## config.mk

```make
export PLATFORM = sky130hd
export DESIGN_NAME = ordered_list_store_core
export DESIGN_NICKNAME = d
export VERILOG_FILES = /design/src/hw/rtl/olst_pkg.sv /design/src/hw/rtl/olst_cell.sv /design/src/hw/rtl/olst_chain.sv /design/src/hw/rtl/ordered_list_store_core.sv
export SDC_FILE = /design/constraint.sdc
export NUM_CORES = 2
export LEC_CHECK = 0
export BUFFER_PORTS_ARGS = -buffer_cell sky130_fd_sc_hd__buf_2
export CORE_UTILIZATION = 42
export CTS_CLUSTER_SIZE = 40
export DETAILED_ROUTE_END_ITERATION = 8
export PLACE_DENSITY = 0.71
export SLEW_MARGIN = 30
export SYNTH_ARGS = -nofsm -noshare
export SYNTH_HDL_FRONTEND = slang
export SYNTH_SLANG_ARGS = --single-unit
```

## constraint.sdc

```tcl
create_clock -name clk -period 7.9 [get_ports clk]
set_input_delay 0.395 -clock clk [delete_from_list [all_inputs] [get_ports clk]]
set_output_delay 0.395 -clock clk [all_outputs]
set_load 0.005 [all_outputs]
```

## src/hw/rtl/olst_pkg.sv

```systemverilog
`default_nettype none
package olst_pkg;

  localparam int DEPTH  = 16;
  localparam int DATA_W = 32;
  localparam int IDX_W  = $clog2(DEPTH);
  localparam int CNT_W  = $clog2(DEPTH + 1);
  localparam int CMD_W  = 4;
  localparam int LOC_W  = 8;
  localparam int STAT_W = 3;
  localparam int POS_W  = 5;

  localparam logic [CMD_W-1:0] CMD_INS_FRONT = 4'd0;
  localparam logic [CMD_W-1:0] CMD_INS_BACK  = 4'd1;
  localparam logic [CMD_W-1:0] CMD_INS_AT    = 4'd2;
  localparam logic [CMD_W-1:0] CMD_INS_AFTER = 4'd3;
  localparam logic [CMD_W-1:0] CMD_DEL_FRONT = 4'd4;
  localparam logic [CMD_W-1:0] CMD_DEL_BACK  = 4'd5;
  localparam logic [CMD_W-1:0] CMD_DEL_AT    = 4'd6;
  localparam logic [CMD_W-1:0] CMD_DEL_AFTER = 4'd7;
  localparam logic [CMD_W-1:0] CMD_SIZE      = 4'd8;
  localparam logic [CMD_W-1:0] CMD_SEARCH    = 4'd9;
  localparam logic [CMD_W-1:0] CMD_DUMP      = 4'd10;

  localparam logic [STAT_W-1:0] STAT_OK      = 3'd0;
  localparam logic [STAT_W-1:0] STAT_EMPTY   = 3'd1;
  localparam logic [STAT_W-1:0] STAT_BADLOC  = 3'd2;
  localparam logic [STAT_W-1:0] STAT_NOKEY   = 3'd3;
  localparam logic [STAT_W-1:0] STAT_NOAFTER = 3'd4;
  localparam logic [STAT_W-1:0] STAT_FULL    = 3'd5;

  typedef struct packed {
    logic [CMD_W-1:0]         command;
    logic signed [DATA_W-1:0] value;
    logic [LOC_W-1:0]         location;
  } in_item_t;

  typedef struct packed {
    logic [STAT_W-1:0]        status;
    logic signed [DATA_W-1:0] data;
    logic [POS_W-1:0]         position;
    logic                     last;
  } out_item_t;

  typedef enum logic [1:0] {
    OP_HOLD,
    OP_LOAD,
    OP_FROM_LO,
    OP_FROM_HI
  } cell_op_t;

  typedef enum logic {
    ST_IDLE,
    ST_DUMP
  } olst_state_t;

  typedef struct packed {
    logic             ins;
    logic             del;
    logic [IDX_W-1:0] idx;
    logic [IDX_W-1:0] rd_idx;
  } chain_ctl_t;

  typedef struct packed {
    logic                     found;
    logic [IDX_W-1:0]         match_idx;
    logic signed [DATA_W-1:0] rd_data;
  } chain_stat_t;

endpackage
`default_nettype wire

```

## src/hw/rtl/olst_cell.sv

```systemverilog
`default_nettype none
module olst_cell import olst_pkg::*; (
  input  wire logic                     clk,
  input  wire cell_op_t                 op,
  input  wire logic signed [DATA_W-1:0] load_data,
  input  wire logic signed [DATA_W-1:0] lo_data,
  input  wire logic signed [DATA_W-1:0] hi_data,
  input  wire logic signed [DATA_W-1:0] key,
  output logic signed [DATA_W-1:0]      data,
  output logic                          match
);

  logic signed [DATA_W-1:0] data_r;
  logic signed [DATA_W-1:0] data_nxt;

  always_comb begin
    case (op)
      OP_HOLD:    data_nxt = data_r;
      OP_LOAD:    data_nxt = load_data;
      OP_FROM_LO: data_nxt = lo_data;
      OP_FROM_HI: data_nxt = hi_data;
      default:    data_nxt = data_r;
    endcase
  end

  always_ff @(posedge clk) begin
    data_r <= data_nxt;
  end

  assign data  = data_r;
  assign match = (data_r == key);

endmodule
`default_nettype wire

```

## src/hw/rtl/olst_chain.sv

```systemverilog
`default_nettype none
module olst_chain import olst_pkg::*; (
  input  wire logic                     clk,
  input  wire chain_ctl_t               ctl,
  input  wire logic signed [DATA_W-1:0] value,
  input  wire logic [CNT_W-1:0]         count,
  output chain_stat_t                   stat
);

  logic signed [DATA_W-1:0] cell_data [DEPTH];
  logic [DEPTH-1:0]         cell_match;

  for (genvar i = 0; i < DEPTH; i++) begin : g_cell
    logic signed [DATA_W-1:0] lo;
    logic signed [DATA_W-1:0] hi;
    cell_op_t                 op;

    if (i == 0) begin : g_first
      assign lo = value;
    end else begin : g_lo
      assign lo = cell_data[i-1];
    end

    if (i == DEPTH - 1) begin : g_last
      assign hi = cell_data[i];
    end else begin : g_hi
      assign hi = cell_data[i+1];
    end

    always_comb begin
      op = OP_HOLD;
      if (ctl.ins) begin
        if (IDX_W'(i) == ctl.idx) begin
          op = OP_LOAD;
        end else if (IDX_W'(i) > ctl.idx) begin
          op = OP_FROM_LO;
        end
      end else if (ctl.del && (IDX_W'(i) >= ctl.idx)) begin
        op = OP_FROM_HI;
      end
    end

    olst_cell u_cell (
      .clk       (clk),
      .op        (op),
      .load_data (value),
      .lo_data   (lo),
      .hi_data   (hi),
      .key       (value),
      .data      (cell_data[i]),
      .match     (cell_match[i])
    );
  end

  logic [DEPTH-1:0] hit;

  always_comb begin
    for (int i = 0; i < DEPTH; i++) begin
      hit[i] = cell_match[i] && (CNT_W'(i) < count);
    end
  end

  always_comb begin
    stat.found     = |hit;
    stat.match_idx = '0;
    for (int i = DEPTH - 1; i >= 0; i--) begin
      if (hit[i]) begin
        stat.match_idx = IDX_W'(i);
      end
    end
    stat.rd_data = cell_data[ctl.rd_idx];
  end

endmodule
`default_nettype wire

```

## src/hw/rtl/ordered_list_store_core.sv

```systemverilog
// Ordered list of up to DEPTH signed 32-bit values, held in a row of cells that
// shift toward the back on insert and toward the front on delete. Every command
// except dump completes when taken: the cells compare the key in parallel and
// move in the same clock edge, and the single result goes to an output register,
// so a new command is taken each cycle while results are drained. A dump of an
// empty list answers with STAT_EMPTY; otherwise the dump loads nothing when taken,
// then count results follow, one per cycle while results drain, with input held
// off until the last is loaded. Undefined commands are consumed with no result.
`default_nettype none
module ordered_list_store_core import olst_pkg::*; (
  input  wire logic      clk,
  input  wire logic      rst_n,
  input  wire logic      in_valid,
  output logic           in_stall,
  input  wire in_item_t  in_item,
  output logic           out_valid,
  input  wire logic      out_stall,
  output out_item_t      out_item
);

  olst_state_t      state_r, state_nxt;
  logic [IDX_W-1:0] ptr_r, ptr_nxt;
  logic [CNT_W-1:0] count_r, count_nxt;
  logic             out_valid_r, out_valid_nxt;
  out_item_t        out_item_r, out_item_nxt;

  chain_ctl_t  ctl;
  chain_stat_t cstat;

  logic             accept;
  logic             slot_free;
  logic             res_valid;
  out_item_t        res;
  logic             empty;
  logic             full;
  logic             loc_ok;
  logic [IDX_W-1:0] loc_idx;
  logic [IDX_W-1:0] next_idx;
  logic [IDX_W-1:0] back_idx;
  logic             after_ok;

  olst_chain u_chain (
    .clk   (clk),
    .ctl   (ctl),
    .value (in_item.value),
    .count (count_r),
    .stat  (cstat)
  );

  assign slot_free = !out_valid_r || !out_stall;
  assign in_stall  = (state_r == ST_DUMP) || !slot_free;
  assign accept    = in_valid && !in_stall;

  assign empty    = (count_r == '0);
  assign full     = (count_r == CNT_W'(DEPTH));
  assign loc_ok   = (in_item.location != '0) &&
                    (in_item.location <= LOC_W'(count_r));
  assign loc_idx  = IDX_W'(in_item.location - LOC_W'(1));
  assign next_idx = cstat.match_idx + IDX_W'(1);
  assign back_idx = IDX_W'(count_r - CNT_W'(1));
  assign after_ok = (CNT_W'(cstat.match_idx) + CNT_W'(1)) < count_r;

  always_comb begin
    state_nxt     = state_r;
    ptr_nxt       = ptr_r;
    count_nxt     = count_r;
    ctl.ins       = 1'b0;
    ctl.del       = 1'b0;
    ctl.idx       = '0;
    ctl.rd_idx    = '0;
    res_valid     = 1'b0;
    res.status    = STAT_OK;
    res.data      = '0;
    res.position  = '0;
    res.last      = 1'b1;

    case (state_r)
      ST_IDLE: begin
        if (accept) begin
          res_valid = 1'b1;
          case (in_item.command)
            CMD_INS_FRONT: begin
              if (full) begin
                res.status = STAT_FULL;
              end else begin
                ctl.ins = 1'b1;
              end
            end
            CMD_INS_BACK: begin
              if (full) begin
                res.status = STAT_FULL;
              end else begin
                ctl.ins = 1'b1;
                ctl.idx = IDX_W'(count_r);
              end
            end
            CMD_INS_AT: begin
              if (!loc_ok) begin
                res.status = STAT_BADLOC;
              end else if (full) begin
                res.status = STAT_FULL;
              end else begin
                ctl.ins = 1'b1;
                ctl.idx = loc_idx;
              end
            end
            CMD_INS_AFTER: begin
              if (!cstat.found) begin
                res.status = STAT_NOKEY;
              end else if (full) begin
                res.status = STAT_FULL;
              end else begin
                ctl.ins = 1'b1;
                ctl.idx = next_idx;
              end
            end
            CMD_DEL_FRONT, CMD_DEL_BACK: begin
              if (empty) begin
                res.status = STAT_EMPTY;
              end else begin
                ctl.del    = 1'b1;
                ctl.idx    = (in_item.command == CMD_DEL_FRONT) ? '0 : back_idx;
                ctl.rd_idx = ctl.idx;
                res.data   = cstat.rd_data;
              end
            end
            CMD_DEL_AT: begin
              if (empty) begin
                res.status = STAT_EMPTY;
              end else if (!loc_ok) begin
                res.status = STAT_BADLOC;
              end else begin
                ctl.del    = 1'b1;
                ctl.idx    = loc_idx;
                ctl.rd_idx = loc_idx;
                res.data   = cstat.rd_data;
              end
            end
            CMD_DEL_AFTER: begin
              if (empty) begin
                res.status = STAT_EMPTY;
              end else if (!cstat.found) begin
                res.status = STAT_NOKEY;
              end else if (!after_ok) begin
                res.status = STAT_NOAFTER;
              end else begin
                ctl.del    = 1'b1;
                ctl.idx    = next_idx;
                ctl.rd_idx = next_idx;
                res.data   = cstat.rd_data;
              end
            end
            CMD_SIZE: begin
              res.position = POS_W'(count_r);
            end
            CMD_SEARCH: begin
              if (empty) begin
                res.status = STAT_EMPTY;
              end else if (!cstat.found) begin
                res.status = STAT_NOKEY;
              end else begin
                res.position = POS_W'(CNT_W'(cstat.match_idx) + CNT_W'(1));
              end
            end
            CMD_DUMP: begin
              if (empty) begin
                res.status = STAT_EMPTY;
              end else begin
                res_valid = 1'b0;
                ptr_nxt   = '0;
                state_nxt = ST_DUMP;
              end
            end
            default: begin
              res_valid = 1'b0;
            end
          endcase
          if (ctl.ins) begin
            count_nxt = count_r + CNT_W'(1);
          end else if (ctl.del) begin
            count_nxt = count_r - CNT_W'(1);
          end
        end
      end
      ST_DUMP: begin
        ctl.rd_idx = ptr_r;
        if (slot_free) begin
          res_valid = 1'b1;
          res.data  = cstat.rd_data;
          res.last  = (ptr_r == back_idx);
          if (res.last) begin
            state_nxt = ST_IDLE;
          end else begin
            ptr_nxt = ptr_r + IDX_W'(1);
          end
        end
      end
      default: begin
        state_nxt = ST_IDLE;
      end
    endcase
  end

  always_comb begin
    out_valid_nxt = out_valid_r;
    out_item_nxt  = out_item_r;
    if (res_valid) begin
      out_valid_nxt = 1'b1;
      out_item_nxt  = res;
    end else if (!out_stall) begin
      out_valid_nxt = 1'b0;
    end
  end

  always_ff @(posedge clk) begin
    if (!rst_n) begin
      state_r     <= ST_IDLE;
      ptr_r       <= '0;
      count_r     <= '0;
      out_valid_r <= 1'b0;
    end else begin
      state_r     <= state_nxt;
      ptr_r       <= ptr_nxt;
      count_r     <= count_nxt;
      out_valid_r <= out_valid_nxt;
    end
  end

  always_ff @(posedge clk) begin
    out_item_r <= out_item_nxt;
  end

  assign out_valid = out_valid_r;
  assign out_item  = out_item_r;

  a_count_bound: assert property (@(posedge clk) disable iff (!rst_n)
    count_r <= CNT_W'(DEPTH))
    else $error("element count above capacity");

  a_dump_blocks_input: assert property (@(posedge clk) disable iff (!rst_n)
    (state_r == ST_DUMP) |-> in_stall)
    else $error("input taken during dump");

  a_count_held_on_stall: assert property (@(posedge clk) disable iff (!rst_n)
    (out_valid_r && out_stall) |=> $stable(count_r))
    else $error("list changed while result held");

  a_dump_nonempty: assert property (@(posedge clk) disable iff (!rst_n)
    (state_r == ST_DUMP) |-> (count_r != '0) && (CNT_W'(ptr_r) < count_r))
    else $error("dump pointer beyond stored elements");

endmodule
`default_nettype wire
```

# Word level (Yosys, flattened, before mapping)
# Index checks and enable logic that the tools add are counted.
# W data, S select, Z words.
[word_totals]
out_inout_bits = 43
reg_bits = 564
[classes]
bitwise = 3
n_addsub = 6
magnitude_cmp = 51
n_reduce_logical = 72
eq_ne = 97
muxes = 171
[op_table]
columns = ["cell", "n"]
rows = [
  ["$pmux W32 S3", 15],
  ["$eq A32 B32 Y1", 16],
  ["$mux W32", 9],
  ["$pmux W32 S2", 3],
  ["$mux W2", 68],
  ["$bmux W32 S4", 1],
  ["$mux W4", 27],
  ["$eq A2 B2 Y1 const B", 32],
  ["$mux W9", 6],
  ["$lt A4 B5 Y1 const A", 8],
  ["$mux W37", 1],
  ["$logic_and A1 B1 Y1", 34],
  ["$eq A2 B1 Y1 const B", 16],
  ["$eq A4 B4 Y1 const A", 8],
  ["$ge A4 B4 Y1 const A", 8],
  ["$gt A4 B4 Y1 const A", 8],
  ["$logic_not A2 Y1", 16],
  ["$pmux W4 S6", 1],
  ["$pmux W3 S7", 1],
  ["$lt A3 B5 Y1 const A", 4],
  ["$mux W5", 4],
  ["$mux W1", 18],
  ["$mux W3", 6],
  ["$eq A3 B4 Y1 const A", 4],
  ["48 further kinds", 86],
]

# Depth between registers and ports, before layout
[logic_depth]
depth_word = 38
depth_mapped = 33
ltp_nobuf = 27

# By module
# A second synthesis with hierarchy kept.
[unflattened]
cells_unflattened = 3611
area_unflattened_um2 = 39950.8
[by_module_without_submodules]
columns = ["mod", "n_inst", "area_each_um2", "seq_area_each_um2", "cells_each"]
rows = [
  ["olst_cell", 16, 1986.9, 960.9, 183],
  ["olst_chain", 1, 4951.0, 0.0, 361],
  ["ordered_list_store_core", 1, 3209.3, 1451.4, 322],
]

# Worst setup path before layout
# No wires, ideal clock.
[synth_path]
path_type = "input-to-reg"
start = "in in_item[31] (netlist name)"
end = "reg u_chain.g_cell[5].u_cell.data_r[0] (enable)"
cell_stages = 24
t_required_ps = 7430
setup_time_ps = 470
t_arrival_ps = 7752
slack_ps = -322
path_cell_list = "buf_2 -> buf_4 -> xor2_1 -> nor4_1 -> nand4_1 -> nor4_1 -> o21ai_0 -> a211o_1 -> a31oi_1 -> inv_1 -> ha_1 -> or4_1 -> nand4_2 -> ha_1 -> a21o_1 -> a21o_1 -> a21oi_1 -> nand4_1 -> nor3_1 -> a21oi_2 -> nand2_1 -> o21ai_2 -> clkbuf_1 -> o31ai_1"
[synth_between]
elab_chain_cells = 32
elab_cells_between_ends = 76
[synth_lines]
columns = ["item", "line", "source"]
rows = [
  ["start, declared", "ordered_list_store_core.sv:15", "input wire in_item_t in_item,"],
  ["$eq A32 B32 Y1", "olst_cell.sv:31", "assign match = (data_r == key);"],
  ["$logic_and A1 B1 Y1", "olst_chain.sv:59", "hit[i] = cell_match[i] && (CNT_W'(i) < count);"],
  ["$mux W4 (16 in a row)", "olst_chain.sv:67", "if (hit[i]) begin"],
  ["$add A4 B1 Y5", "ordered_list_store_core.sv:61", "assign after_ok = (CNT_W'(cstat.match_idx) + CNT_W'(1)) < count_r;"],
  ["$lt A5 B5 Y1", "ordered_list_store_core.sv:61", ""],
  ["$mux W9", "ordered_list_store_core.sv:144", "end else if (!after_ok) begin"],
  ["$mux W9", "ordered_list_store_core.sv:142", "end else if (!cstat.found) begin"],
  ["$mux W9", "ordered_list_store_core.sv:140", "if (empty) begin"],
  ["$pmux W1 S3", "ordered_list_store_core.sv:81", "case (in_item.command)"],
  ["$mux W1", "ordered_list_store_core.sv:79", "if (accept) begin"],
  ["$mux W1", "ordered_list_store_core.sv:77", "case (state_r)"],
  ["$mux W10 *", "ordered_list_store_core.sv:79", ""],
  ["$mux W6 *", "ordered_list_store_core.sv:77", ""],
  ["branches (longest 2 deep; another with $gt A3 B4 Y1)", "n/a", ""],
  ["$mux W2 *", "olst_chain.sv:32", "if (ctl.ins) begin"],
  ["$logic_not A2 Y1 *", "olst_cell.sv:17", "case (op)"],
  ["end signal, assigned", "olst_cell.sv:27", "data_r <= data_nxt;"],
  ["end, declared", "olst_cell.sv:13", "logic signed [DATA_W-1:0] data_r;"],
]
# Every way passes the cells marked *. The select of a mux whose other input is x is not followed.
# A chain may end at the register's enable or synchronous reset.

# Final worst setup path
[layout_path]
start = "reg count_r[2]"
end = "reg u_chain.g_cell[13].u_cell.data_r[8] (enable)"
[layout_between]
elab_chain_cells = 32
elab_cells_between_ends = 90
[layout_lines]
columns = ["item", "line", "source"]
rows = [
  ["start, declared", "ordered_list_store_core.sv:23", "logic [CNT_W-1:0] count_r, count_nxt;"],
  ["start signal, assigned", "ordered_list_store_core.sv:224", "count_r <= count_nxt;"],
  ["$lt A4 B5 Y1", "olst_chain.sv:59", ""],
  ["$logic_and A1 B1 Y1", "olst_chain.sv:59", ""],
  ["$mux W4 (16 in a row)", "olst_chain.sv:67", ""],
  ["$add A4 B1 Y5", "ordered_list_store_core.sv:61", ""],
  ["$lt A5 B5 Y1", "ordered_list_store_core.sv:61", ""],
  ["$mux W9", "ordered_list_store_core.sv:144", ""],
  ["$mux W9", "ordered_list_store_core.sv:142", ""],
  ["$mux W9", "ordered_list_store_core.sv:140", ""],
  ["$pmux W1 S3", "ordered_list_store_core.sv:81", ""],
  ["$mux W1", "ordered_list_store_core.sv:79", ""],
  ["$mux W1", "ordered_list_store_core.sv:77", ""],
  ["$mux W10 *", "ordered_list_store_core.sv:79", ""],
  ["$mux W6 *", "ordered_list_store_core.sv:77", ""],
  ["branches (longest 2 deep; another with $gt A4 B4 Y1)", "n/a", ""],
  ["$mux W2 *", "olst_chain.sv:32", ""],
  ["$logic_not A2 Y1 *", "olst_cell.sv:17", ""],
  ["end signal, assigned", "olst_cell.sv:27", ""],
  ["end, declared", "olst_cell.sv:13", ""],
]
# Marked as above.

==> flow_summary_export.csv <==
group,metric,value,unit
floorplan,rows,114,
cts,clock_insertion_delay_worst_skew,0.64,ns
timing,report.final.hold_viol_count,0,
placement,gpl.final_weighted_congestion,1.06,
cts,post_cts_buffers,0,
routing,routed_wirelength_normalized_by_instance_count,33.4,um
power,p_leak,17.5,nW
timing,finClkSkew,0.0296,ns
synth,post_synth_instance_area,41500,um2
routing,via_count,36444,
synth,ys_flop_type,"edfxtp_1",
routing,detailedRoute.firstIterationViolations,6001,
synth,ffs_latches_synth,564,
cts,htree_levels,3,
timing,headroom_to_the_max_slew_limit,0.355,
cts,cts_hold_buf,0,
floorplan,initial_utilization,0.427,
min_path,class_of_the_most_critical_hold_timing_path,"in2reg",
timing,slew_violations,0,
routing,route.detailed.drc,0,
global_routing,antenna_violations_before_repair,3,
critical_path,crit_path_end_kind,"register",
run_status,result_of_the_run,"finished, final reports clean",
critical_path,critPathBufInv,4,
floorplan,area_of_the_die,100000,um2
timing,period_minus_slack,7.79,ns
timing,transition_at_the_pin_with_the_smallest_max_transition_slack,0.959,ns
critical_path,setup_crit_path_kind,"reg2reg",
placement,detailed_place_hpwl,130000,um
critical_path,slowest_stage,"nor4_1",
synth,syn_avg_cell_area,10.6,um2
floorplan,die_x,316,um
routing,route.final.wire_length,173000,um
critical_path,cp.required,8.23,ns
synth,most_area_consuming_cells_after_synthesis,"edfxtp_1 (40%), mux2i_1 (11%), xor2_1 (5.7%), xnor2_1 (5.5%), a221o_1 (3.1%)",
critical_path,cp_slowest_stage_delay,0.73,ns
routing,drt-vias-per-instance,7.02,
synth,synth_warn,0,
global_routing,overflow,0,
finish,synthToLayoutAreaGrowth,10.3,%
synth,yosysSeqAreaShare,0.405,
synth,post-synth-top-area-fraction,0.400,
synth,post_synth_num_cell_types,92,
synth,postSynthNetCount,3987,
critical_path,worst_setup_path_start_kind,"register",
global_routing,track_usage,0.338,
routing,ant_nets_after_route,0,
floorplan,core-area,97300,um2
synth,share_of_flip_flops_with_an_asynchronous_set_or_reset,0,
cts,cts_tree,"done",
floorplan,die_height,316,um
global_routing,grt_start_max_net_pins,98,
finish,layout.filler_cells,9034,
power,cellPowerDensity,175,nW/um2
cts,clock_pin_slew_on_the_worst_setup_and_hold_paths,0.07,ns
floorplan,io-pin-count,91,
finish,layout.nets,3931,
cts,ctsLongestPathBuffers,3,
synth,postSynthCellCount,3922,
timing,rsz_0062_raised_after_global_routing,"false",
routing,drtPass1Iterations,6,
flow_run,drv.max_cap_violation_count,0,
timing,post-route-period-util,0.986,
critical_path,path_delay_family,"simple AND/OR/NAND/NOR gates",
finish,drive_gt1_frac,0.119,
cts,clock_sinks,564,
critical_path,crit_chain,"buf_4 > nand2_1 > nor4_1 > or3_1 > nor4_1 > a211oi_1 > buf_4 > nor2_1 > o311ai_0 > a31oi_1 > nor2_1 > ha_1 > nand2_1 > nor4_1 > ha_1 > nand4_1 > a31oi_1 > o211ai_1 > and2_1 > a21oi_2 > nor2_2 > buf_4 > nor2_4 > buf_12",
global_routing,number_of_global_route_vias_before_repair,33480,
critical_path,worst-endpoint-arrival,8.12,ns
power,vdd.ir_drop.worst,0.161,mV
finish,multi_input_comb_area,23000,um2
cts,cts_root_buf,"clkbuf_16",
synth,synth_enable_flop_cells,553,
placement,placedInstanceArea,43700,um2
finish,seqCellArea,16800,um2
timing,report.final.setup_viol,0,
cts,cts_made_buffers,69,
global_routing,grt_pass1_wl,245000,um
placement,numPortBuffers,90,
cts,cts_repair_resize_count,0,
timing,achievable_freq,0.128,GHz
timing,setup_total_negative_slack,0,ns
finish,stdcell_area,45800,um2
critical_path,cp_max_fo,34,
synth,synth_largest_area_cell,"edfxtp_1",
[logic make-up after synthesis]
kind of cell,after synthesis,share of synthesized area
adder cells (fa/ha/maj),17,0.00512
multiplexers,516,0.126
AND/OR/NAND/NOR,871,0.119
AO/OA/AOI/OAI,1004,0.182
buffers and inverters,421,0.0506
XOR/XNOR,529,0.112
flip-flops,564,0.405
[worst register-to-register path: cells and delay by family, from the launching register on]
family                     cells  cell delay (ns)
buffers and inverters          4             1.06
DFF                            1             0.62
AOI/OAI and AO/OA              6             2.20
adders and majority gates      2             0.52
and+or+nand+nor               12             3.06
[cells in the final DEF (no fill, tap or decap), drive strengths merged, types with 73 or more instances in the layout]
master | synthesis | final
nand2 | 148 | 148
xor2 | 269 | 269
clkbuf | 151 | 88
nand4 | 149 | 149
edfxtp | 553 | 553
mux2i | 452 | 452
a21oi | 106 | 106
a22oi | 134 | 134
nor2 | 73 | 73
o31ai | 102 | 102
buf | 219 | 243
nor4 | 114 | 114
a211oi | 74 | 74
xnor2 | 260 | 260
a221o | 129 | 129
nand3 | 105 | 105
o21ai | 123 | 123
a22o | 101 | 101
[state kept, by name, indices dropped and copies added (netlist names)]
| name | cells |
|---|---|
| u_chain.g_cell.u_cell.data | 512 |
| out_item | 41 |
| count_r | 5 |
| ptr_r | 4 |
| out_valid | 1 |
| state_r | 1 |
[area by class of cell]
type,count,share of cell area
clock inverters,34,0.00574
inverters,51,0.00418
clock buffers,88,0.0397
well taps,1276,0.0349
flip-flops and latches,564,0.368
diodes,1,0.0000547
multi-input cells,2937,0.501
repair buffers,243,0.0463
[stage by stage]
step	power (W)	setup WS, ns	hold WS [ns]	util	std cells
3_5_place_dp	0.00491	0.373	0.544	0.449	5071
5_1_grt	0.00815	0.00814	0.0835	0.470	5193
6_report	0.00800	0.114	0.0775	0.471	5194
2_1_floorplan	0.00441	0.134	0.513	-	3922
3_3_place_gp	0.00489	0.371	0.529	0.449	5070
4_1_cts	0.00794	0.447	0.0624	0.470	5193
[power breakdown]
group | total, W | switching, W | internal, W
registers | 0.00361 | 0.000151 | 0.00345
logic | 0.00130 | 0.000852 | 0.000448
clock network | 0.00309 | 0.00136 | 0.00173
[synth_stat cells (19+ instances only)]
| cell | instances |
|---|---|
| edfxtp_1 | 553 |
| mux2i_1 | 452 |
| xor2_1 | 269 |
| xnor2_1 | 260 |
| clkbuf_1 | 151 |
| nand4_1 | 148 |
| nand2_1 | 147 |
| a22oi_1 | 134 |
| buf_2 | 133 |
| a221o_1 | 129 |
| o21ai_0 | 114 |
| nor4_1 | 112 |
| nand3_1 | 104 |
| a22o_1 | 101 |
| a21oi_1 | 99 |
| o31ai_1 | 99 |
| nor2_1 | 71 |
| nor2b_1 | 69 |
| a211oi_1 | 68 |
| buf_4 | 56 |
| a31oi_1 | 50 |
| and2_1 | 48 |
| mux2_2 | 47 |
| a21o_1 | 42 |
| nor3_1 | 40 |
| and3_1 | 39 |
| o22ai_1 | 35 |
| a2bb2oi_1 | 32 |
| clkinv_1 | 32 |
| o32ai_1 | 32 |
| buf_6 | 19 |
| inv_1 | 19 |
[routing by layer]
| layer | global-route usage | part of all wire |
|---|---|---|
| met4 | 0.187 | 0.063 |
| met3 | 0.0888 | 0.13 |
| met5 | 0 | 0.00015 |
| met1 | 0.459 | 0.39 |
| met2 | 0.488 | 0.42 |
[worst paths after layout]
path / startpoint / end / slack, ns / cells after the start
worst max-delay path: count_r[2]$_SDFFE_PN0P_ / u_chain.g_cell[13].u_cell.data[8]$_DFFE_PP_ / 0.11 / 24
worst min-delay path: rst_n / out_valid$_SDFFE_PN0P_ / 0.08 / 2
worst max register to register: count_r[2]$_SDFFE_PN0P_ / u_chain.g_cell[13].u_cell.data[8]$_DFFE_PP_ / 0.11 / 24
worst min register to register: out_valid$_SDFFE_PN0P_ / state_r$_SDFF_PN0_ / 0.56 / 2
Power figures use the tool's default switching activity.
